<file path="src/sv/gcpw_pkg.sv">
package gcpw_pkg;

	localparam int SCREEN_WIDTH  = 800;
	localparam int SCREEN_HEIGHT = 480;

	localparam int COLOR_W = 24;
	localparam int CHAN_W  = 8;
	localparam int COORD_W = 13;
	localparam int INDEX_W = 19;
	localparam int CFG_W   = 24;

	localparam int SCREEN_W_BITS = $clog2(SCREEN_WIDTH + 1);
	localparam int IDX_RAW_W     = (COORD_W - 1) + SCREEN_W_BITS + 1;
	localparam int IDX_SUM_W     = (IDX_RAW_W > INDEX_W) ? IDX_RAW_W : INDEX_W;

	typedef enum logic [2:0] {
		REG_TEXT_COLOR   = 3'd0,
		REG_LEFT_EDGE    = 3'd1,
		REG_TOP_EDGE     = 3'd2,
		REG_GLYPH_WIDTH  = 3'd3,
		REG_GLYPH_HEIGHT = 3'd4
	} cfg_reg_t;

	typedef logic [CHAN_W-1:0] chan_t;
	typedef logic [COLOR_W-1:0] color_t;
	typedef logic signed [COORD_W-1:0] coord_t;

	typedef struct packed {
		chan_t  coverage;
		coord_t sx;
		coord_t sy;
		logic   glyph_end;
	} item_t;

endpackage

</file>
<file path="src/sv/gcpw_color_scale.sv">
module gcpw_color_scale
	import gcpw_pkg::*;
(
	input  color_t color,
	input  chan_t  coverage,
	output color_t scaled
);

	localparam int NUM_CHAN = COLOR_W / CHAN_W;

	// floor(x / 255) for x up to 255 * 255: (x + (x >> 8) + 1) >> 8
	for (genvar i = 0; i < NUM_CHAN; i++) begin : g_chan
		logic [2*CHAN_W-1:0] prod;
		logic [2*CHAN_W:0]   sum;

		assign prod = color[i*CHAN_W +: CHAN_W] * coverage;
		assign sum  = {1'b0, prod} + {{(CHAN_W+1){1'b0}}, prod[2*CHAN_W-1:CHAN_W]}
			+ {{(2*CHAN_W){1'b0}}, 1'b1};
		assign scaled[i*CHAN_W +: CHAN_W] = sum[2*CHAN_W-1:CHAN_W];
	end

endmodule

</file>
<file path="src/sv/glyph_coverage_pixel_writer.sv">
// Antialiased glyph writer. Coverage bytes enter in row-major order, one transfer per
// cycle while in_ready is high; column and row counters step against glyph_width and
// glyph_height (zero acts as one) and clear after the glyph_end pixel. Every input gives
// exactly one result: the text color scaled per channel by coverage/255 (floor) and
// the frame-buffer index (top_edge + row) * SCREEN_WIDTH + left_edge + column. Zero
// coverage gives write_enable low; nonzero coverage outside the screen gives off_screen
// high with write_enable low. Throughput is one pixel per cycle, set by the two register
// stages (position capture, then scaling and index multiply), stalling together on out_ready.
// Users must write registers via cfg_we/cfg_index/cfg_data only while idle; not enforced.
module glyph_coverage_pixel_writer
	import gcpw_pkg::*;
(
	input  logic                clk,
	input  logic                arst_n,
	input  logic                in_valid,
	output logic                in_ready,
	input  logic [CHAN_W-1:0]   coverage,
	output logic                out_valid,
	input  logic                out_ready,
	output logic                write_enable,
	output logic [INDEX_W-1:0]  pixel_index,
	output logic [COLOR_W-1:0]  pixel_color,
	output logic                off_screen,
	output logic                glyph_end,
	input  logic                cfg_we,
	input  logic [2:0]          cfg_index,
	input  logic [CFG_W-1:0]    cfg_data
);

	color_t                  text_color_q;
	logic signed [11:0]      left_edge_q;
	logic signed [11:0]      top_edge_q;
	logic [7:0]              glyph_width_q;
	logic [7:0]              glyph_height_q;
	logic [7:0]              column_q;
	logic [7:0]              row_q;

	item_t                   item_s1;
	logic                    valid_s1;

	logic                    in_xfer;
	logic                    out_adv;
	logic                    s1_adv;
	logic [7:0]              gw_last;
	logic [7:0]              gh_last;
	logic                    last_col;
	logic                    last_row;
	item_t                   item_in;

	logic                    nonzero;
	logic                    off;
	logic                    we;
	logic [IDX_SUM_W-1:0]    idx_sum;
	color_t                  scaled;

	// config writes
	always_ff @(posedge clk or negedge arst_n) begin
		if (!arst_n) begin
			text_color_q   <= '1;
			left_edge_q    <= '0;
			top_edge_q     <= '0;
			glyph_width_q  <= 8'd1;
			glyph_height_q <= 8'd1;
		end else if (cfg_we) begin
			case (cfg_reg_t'(cfg_index))
				REG_TEXT_COLOR:   text_color_q   <= cfg_data[COLOR_W-1:0];
				REG_LEFT_EDGE:    left_edge_q    <= cfg_data[11:0];
				REG_TOP_EDGE:     top_edge_q     <= cfg_data[11:0];
				REG_GLYPH_WIDTH:  glyph_width_q  <= cfg_data[7:0];
				REG_GLYPH_HEIGHT: glyph_height_q <= cfg_data[7:0];
				default: ;
			endcase
		end
	end

	assign out_adv  = !out_valid || out_ready;
	assign s1_adv   = valid_s1 && out_adv;
	assign in_ready = !valid_s1 || out_adv;
	assign in_xfer  = in_valid && in_ready;

	assign gw_last  = (glyph_width_q == 8'd0) ? 8'd0 : glyph_width_q - 8'd1;
	assign gh_last  = (glyph_height_q == 8'd0) ? 8'd0 : glyph_height_q - 8'd1;
	assign last_col = column_q >= gw_last;
	assign last_row = row_q >= gh_last;

	always_comb begin
		item_in.coverage  = coverage;
		item_in.sx        = coord_t'(left_edge_q) + coord_t'({1'b0, column_q});
		item_in.sy        = coord_t'(top_edge_q) + coord_t'({1'b0, row_q});
		item_in.glyph_end = last_col && last_row;
	end

	always_ff @(posedge clk or negedge arst_n) begin
		if (!arst_n) begin
			column_q <= '0;
			row_q    <= '0;
		end else if (in_xfer) begin
			if (last_col) begin
				column_q <= '0;
				row_q    <= last_row ? 8'd0 : row_q + 8'd1;
			end else begin
				column_q <= column_q + 8'd1;
			end
		end
	end

	always_ff @(posedge clk or negedge arst_n) begin
		if (!arst_n) begin
			valid_s1 <= 1'b0;
		end else if (in_ready) begin
			valid_s1 <= in_valid;
		end
	end

	always_ff @(posedge clk) begin
		if (in_xfer) begin
			item_s1 <= item_in;
		end
	end

	gcpw_color_scale u_scale (
		.color    (text_color_q),
		.coverage (item_s1.coverage),
		.scaled   (scaled)
	);

	assign nonzero = item_s1.coverage != '0;
	assign off = item_s1.sx[COORD_W-1] || item_s1.sy[COORD_W-1]
		|| ({1'b0, item_s1.sx[COORD_W-2:0]} >= COORD_W'(SCREEN_WIDTH))
		|| ({1'b0, item_s1.sy[COORD_W-2:0]} >= COORD_W'(SCREEN_HEIGHT));
	assign we = nonzero && !off;
	assign idx_sum = IDX_SUM_W'(item_s1.sy[COORD_W-2:0]) * IDX_SUM_W'(SCREEN_WIDTH)
		+ IDX_SUM_W'(item_s1.sx[COORD_W-2:0]);

	always_ff @(posedge clk or negedge arst_n) begin
		if (!arst_n) begin
			out_valid <= 1'b0;
		end else if (out_adv) begin
			out_valid <= valid_s1;
		end
	end

	always_ff @(posedge clk) begin
		if (s1_adv) begin
			write_enable <= we;
			pixel_index  <= we ? idx_sum[INDEX_W-1:0] : '0;
			pixel_color  <= we ? scaled : '0;
			off_screen   <= nonzero && off;
			glyph_end    <= item_s1.glyph_end;
		end
	end

	a_we_off_exclusive: assert property (@(posedge clk) disable iff (!arst_n)
		out_valid |-> !(write_enable && off_screen))
		else $error("write_enable and off_screen both set");

	a_idle_fields_zero: assert property (@(posedge clk) disable iff (!arst_n)
		out_valid && !write_enable |-> pixel_index == '0 && pixel_color == '0)
		else $error("suppressed write carries nonzero fields");

	a_s1_hold: assert property (@(posedge clk) disable iff (!arst_n)
		valid_s1 && !out_adv |=> valid_s1 && $stable(item_s1))
		else $error("stage 1 item lost under stall");

	a_counters_home: assert property (@(posedge clk) disable iff (!arst_n)
		in_xfer && item_in.glyph_end |=> column_q == '0 && row_q == '0)
		else $error("counters not cleared after glyph end");

endmodule

</file>
<file path="config.mk">
export PLATFORM = sky130hd
export DESIGN_NAME = glyph_coverage_pixel_writer
export DESIGN_NICKNAME = d
export VERILOG_FILES = /design/src/sv/gcpw_pkg.sv /design/src/sv/gcpw_color_scale.sv /design/src/sv/glyph_coverage_pixel_writer.sv
export SDC_FILE = /design/constraint.sdc
export NUM_CORES = 1
export LEC_CHECK = 0
export ABC_AREA = 1
export BUFFER_PORTS_ARGS = -buffer_cell sky130_fd_sc_hd__buf_4
export CORE_ASPECT_RATIO = 0.5
export CORE_MARGIN = 2
export CORE_UTILIZATION = 40
export CTS_BUF_LIST = sky130_fd_sc_hd__clkbuf_2
export DETAILED_ROUTE_END_ITERATION = 8
export PLACE_DENSITY = 0.57
export SETUP_SLACK_MARGIN = 0.05
export SYNTH_ARGS = -nofsm -noshare
export SYNTH_HDL_FRONTEND = slang
export SYNTH_SLANG_ARGS = --single-unit
</file>
<file path="constraint.sdc">
create_clock -name clk -period 16.4 [get_ports clk]
set_clock_uncertainty 0.15 [all_clocks]
set_input_delay 2.46 -clock clk [delete_from_list [all_inputs] [get_ports clk]]
set_output_delay 2.46 -clock clk [all_outputs]
set_load 0.005 [all_outputs]
</file>
### Word level (Yosys, flattened, before mapping)

Index checks and enable logic that the tools add are counted.

| storage, ports and cells | value |
|---|---|
| register bits after elaboration | 163 |
| output and inout bits | 48 |
| logic and storage cells | 70 |

| operators by class | value |
|---|---|
| $add $sub $neg | 13 |
| $mul | 4 |
| $lt $le $gt $ge | 4 |
| equal/unequal tests | 4 |
| mux-type cells | 4 |
| reductions and logical operators | 23 |

Operator list:

| cell | count |
|---|---|
| 16-bit by 1-bit adder with 16-bit output, second input constant | 3 |
| 16-bit by 8-bit adder with 16-bit output | 3 |
| 8-bit by 8-bit multiplier with 16-bit output | 3 |
| 8-bit two-way mux | 4 |
| 12-bit by 9-bit adder with 13-bit output | 2 |
| 19-bit by 12-bit adder with 19-bit output | 1 |
| 8-bit by 1-bit adder with 8-bit output, second input constant | 2 |
| 8-bit greater-or-equal comparator | 2 |
| 8-bit zero test | 2 |
| 8-bit by 1-bit subtractor with 8-bit output, second input constant | 2 |
| 12-bit by 6-bit multiplier with 14-bit output, second input constant | 1 |
| 12-bit by 10-bit greater-or-equal comparator with 1-bit output, second input constant | 1 |
| 12-bit by 9-bit greater-or-equal comparator with 1-bit output, second input constant | 1 |
| 2-bit AND reduction | 6 |
| 8-bit nonzero test | 1 |
| 3-bit by 2-bit equality test with 1-bit output, second input constant | 2 |
| 1-bit logical AND | 5 |
| 1-bit logical OR | 5 |
| 3-bit by 1-bit equality test with 1-bit output, second input constant | 1 |
| 3-bit equality test, second input constant | 1 |
| 1-bit zero test | 3 |
| 3-bit zero test | 1 |

### Depth between registers and ports, before layout

| logic depth | value |
|---|---|
| word-level depth | 5 |
| mapped depth | 33 |
| gate-level depth less buffers | 31 |

### By module

A second synthesis with hierarchy kept.

| second synthesis, totals | value |
|---|---|
| cell total of the unflattened synthesis | 2,455 |
| area total of the unflattened synthesis | 18,307.6 um^2 |

Modules (own cells, without submodules):

| module | instances | cells an instance | area an instance (um^2) | sequential area each (um^2) |
|---|---|---|---|---|
| glyph_coverage_pixel_writer | 1 | 957 | 9,382.7 | 4,516.8 |
| gcpw_color_scale | 1 | 1,498 | 8,924.8 | 0.0 |

### Worst setup path before layout

Ideal clock, no wire load.

| timing | value |
|---|---|
| path type | register to register |
| start point | register item_s1[34] in the netlist's numbering |
| end point | register pixel_color[15] (data pin) |
| data arrival time | 5.321 ns |
| data required time | 15.995 ns |
| setup slack | 10.675 ns |
| stages on the path, launching flop included | 30 |
| period minus slack after synthesis | 5.725 ns |
| cell sequence | edfxtp_1 clkbuf_1 clkbuf_1 nand2_1 fa_1 fa_1 inv_1 fa_1 inv_1 fa_1 inv_1 ha_1 nand2_1 inv_1 nand2_1 nand2_1 nand2_1 nand3_1 a21oi_1 o21bai_1 xor2_1 inv_1 ha_1 inv_1 nor2_4 nand3_1 nor3_1 nand2_1 a21oi_1 nor2_1 |

| on the way | value |
|---|---|
| longest elaborated chain between the ends | 3 |
| elaborated cells on any way between the ends | 5 |

Ends and longest elaborated chain:

| element | line | source |
|---|---|---|
| from (decl) | glyph_coverage_pixel_writer.sv:38 | `item_t item_s1;` |
| from (signal assigned) | glyph_coverage_pixel_writer.sv:117 | `item_s1 <= item_in;` |
| 8-bit by 8-bit multiplier with 16-bit output | gcpw_color_scale.sv:16 | `assign prod = color[i*CHAN_W +: CHAN_W] * coverage;` |
| 16-bit by 8-bit adder with 16-bit output | gcpw_color_scale.sv:17 | `assign sum = {1'b0, prod} + {{(CHAN_W+1){1'b0}}, prod[2*CHAN_W-1:CHAN_W]}` |
| 16-bit by 1-bit adder with 16-bit output | gcpw_color_scale.sv:18 | `+ {{(2*CHAN_W){1'b0}}, 1'b1};` |
| to (signal assigned) | glyph_coverage_pixel_writer.sv:147 | `pixel_color <= we ? scaled : '0;` |
| to (decl) | glyph_coverage_pixel_writer.sv:22 | `output logic [COLOR_W-1:0] pixel_color,` |

Several ways; a longest one is shown, not always the timed one.
A chain may end at the register's enable or synchronous reset.

### Final worst setup path

| timing | value |
|---|---|
| start point | register item_s1[34] in the netlist's numbering |
| end point | register pixel_color[9] (data pin) |

Same word-level chain as after synthesis.

==> impl_metrics.py <==
metrics = {
    "clock_network": {
        "clock_path_buffers": 2,
        "cts_tree": "built",
        "cts_hold_buffers": 0,
        "htree_levels": 4,
        "cts_sinks": 163,
        "cts_buffers": 17,
        "clock_latency_ps": 850,
        "cts_resized": 0,
        "path_clk_slew_ps": 290,
        "cts_setup_buffers": 0,
        "root_buffer": "clkbuf_2",
    },
    "global_routing": {
        "grt_overflow_total": 0,
        "grt_pass1_vias": 13068,
        "grt_usage_pct": 18.13,
        "grt_pass1_wl_um": 65920,
        "antenna_found_initial": 1,
        "grt_max_degree": 47,
    },
    "floorplanning": {
        "initial_utilization_pct": 41.02,
        "core-area_um2": 42440,
        "dieHeight_um": 151.5,
        "die_w_um": 299.0,
        "die_area_um2": 45310,
        "pin_count": 88,
        "rows": 53,
    },
    "synthesis": {
        "yosysUniqueCellTypes": 45,
        "syn_inst": 2285,
        "syn-cell-area_um2": 17410,
        "yosysWarnings": 0,
        "async_reset_ff_share_pct": 50.31,
        "synth_flop_cell": "edfxtp_1",
        "ys_seq_area_share_pct": 25.95,
        "ys_ff_latch": 163,
        "synth_area_per_cell_um2": 7.619,
        "synth-edff-count": 81,
        "syn_nets": 2652,
    },
    "drt": {
        "wirelength_um": 39400,
        "ant_nets": 0,
        "dr_total_vias": 13721,
        "drt_iter0_markers": 910,
        "vias_per_cell": 4.689,
        "firstDrtPassIters": 6,
        "drc": 0,
        "wl_per_cell_um": 13.47,
    },
    "timing": {
        "slew_viol_final": 0,
        "rsz0062_at_grt": "no",
        "setup_viol": 0,
        "max_slew_margin_pct": 33.83,
        "timing.fmax_mhz": 153.3,
        "min_period_ps": 6522,
        "finalCritPeriodShare_pct": 39.77,
        "tightest_slew_ps": 992.6,
        "timing.setup.tns_ps": 0,
        "finalHoldViolCount": 0,
    },
    "final_layout": {
        "nets": 2702,
        "drive_gt1_share_pct": 9.072,
        "area_growth_pct": 8.251,
        "fillers": 4280,
    },
    "critical_path": {
        "end_kind": "register",
        "cp_data_arrival_time_ps": 7010,
        "crit_fanout": 25,
        "path_class": "register to register",
        "critPathLaunchType": "register",
        "crit_required_ps": 16890,
    },
    "hold_path": {
        "hold_class": "register to register",
    },
    "placement": {
        "io_buffers": 87,
        "dp_hpwl_um": 31140,
        "routabilityCongestion": 0.8627,
    },
    "run_status": {
        "status": "completed",
    },
    "flow_run": {
        "maxCapViolCount": 0,
    },
}
placed cells by master (no fill, tap or decap), types with 19 or more instances in the layout:
master	count
nand2_1	576
buf_4	95
fa_1	120
xnor2_1	25
dfstp_2	26
xor2_1	32
clkbuf_2	19
dfrtp_1	56
edfxtp_1	81
ha_1	207
a21oi_1	92
nand3_1	95
o21ai_0	86
nor2_1	118
nand4_1	24
inv_1	553
critical path: stages, from the launching register on:
cell      delay [ps]
edfxtp_1        1070
nand2_1          180
fa_1             550
fa_1             540
inv_1             50
fa_1             530
inv_1             50
fa_1             520
inv_1             40
ha_1             340
nand2_1           80
nand2_1           70
nand2_1           80
nand2_1           70
a21oi_1          150
xor2_1           470
inv_2            110
ha_1             340
a21oi_1          170
nor2_1            60
a211oi_1         160
nand2_1          110
nand2_1           70
nand2_1           80
nand2_1           90
nand3_1           80
nand2_1           60
nor2_1            50
cells by family (layout without fill, tap and decap cells):
logic type,after synthesis,in the layout,share of synthesized area [%]
mux,12,12,0.7762
fa+ha+maj,327,327,28.68
xor+xnor,61,61,3.241
compound gates,216,216,6.720
buf+inv,626,689,13.56
other cells,0,1,0
simple gates,880,880,21.08
flops,163,163,25.95
path summary, 6_finish.rpt:
kind                        startpoint               to  slack [ps]  cells after the start
setup reg to reg           item_s1[34]   pixel_color[9]        9880                     27
hold reg to reg             item_s1[0]        glyph_end         320                      0
setup / recovery           item_s1[34]   pixel_color[9]        9880                     27
min in group asynchronous       arst_n        out_valid        1370                      1
max in group asynchronous       arst_n  text_color_q[3]       13720                      2
hold / removal              item_s1[0]        glyph_end         320                      0
cell usage after synthesis, drive strengths merged (25+ instances only):
cell | count | area [um^2]
nand2 | 583 | 2206
inv | 560 | 2102
ha | 207 | 2590
nor2 | 127 | 501.7
fa | 120 | 2402
nand3 | 103 | 555.5
a21oi | 94 | 474.2
o21ai | 90 | 457.9
edfxtp | 81 | 2432
clkbuf | 57 | 214.0
dfrtp | 56 | 1401
xor2 | 36 | 345.3
dfstp | 26 | 683.2
xnor2 | 25 | 219.0
stage by stage:
stage               hold WS (ps)  setup WS (ps)  util, %  cells  instance area [um^2]
detailed placement         261.1           9977    43.84   2893                 18610
floorplan                  250.3          10670        -   2285                 17410
CTS                        323.6           9965    44.40   2925                 18840
global placement           263.2          10060    43.84   2893                 18610
global route               328.8           9436    44.40   2926                 18850
finish                     319.4           9878    44.40   2926                 18850
flip-flops by register name (all words and copies together), names as in the netlist, 8 cells and up:
signal and cells:
glyph_width_q 8, row_q 8, pixel_color 24, pixel_index 19
top_edge_q 12, left_edge_q 12, text_color_q 24, glyph_height_q 8
item_s1 35, column_q 8
per-layer routing:
| metal | part of all wire, % | vias to the layer above | global-route usage (%) |
|---|---|---|---|
| met5 | 0 | - | 0 |
| met4 | 0.72 | 0 | 2.600 |
| met3 | 3.3 | 15 | 2.638 |
| met2 | 45 | 194 | 30.09 |
| met1 | 51 | 6408 | 25.76 |
| li1 | - | 7104 | - |
cell type report:
cell class / instances / area (um^2) / area share (%)
multi-input cells: 1496 / 10550 / 55.96
clock inverters: 13 / 141.4 / 0.7502
repair buffers: 95 / 713.2 / 3.784
inverters: 562 / 2110 / 11.19
clock buffers: 19 / 95.09 / 0.5046
flip-flops and latches: 163 / 4517 / 23.97
well taps: 577 / 721.9 / 3.831
diodes: 1 / 2.502 / 0.01328
Power is not shown: default switching activity piles up to over one toggle a cycle in this logic, so the estimate is an artifact.
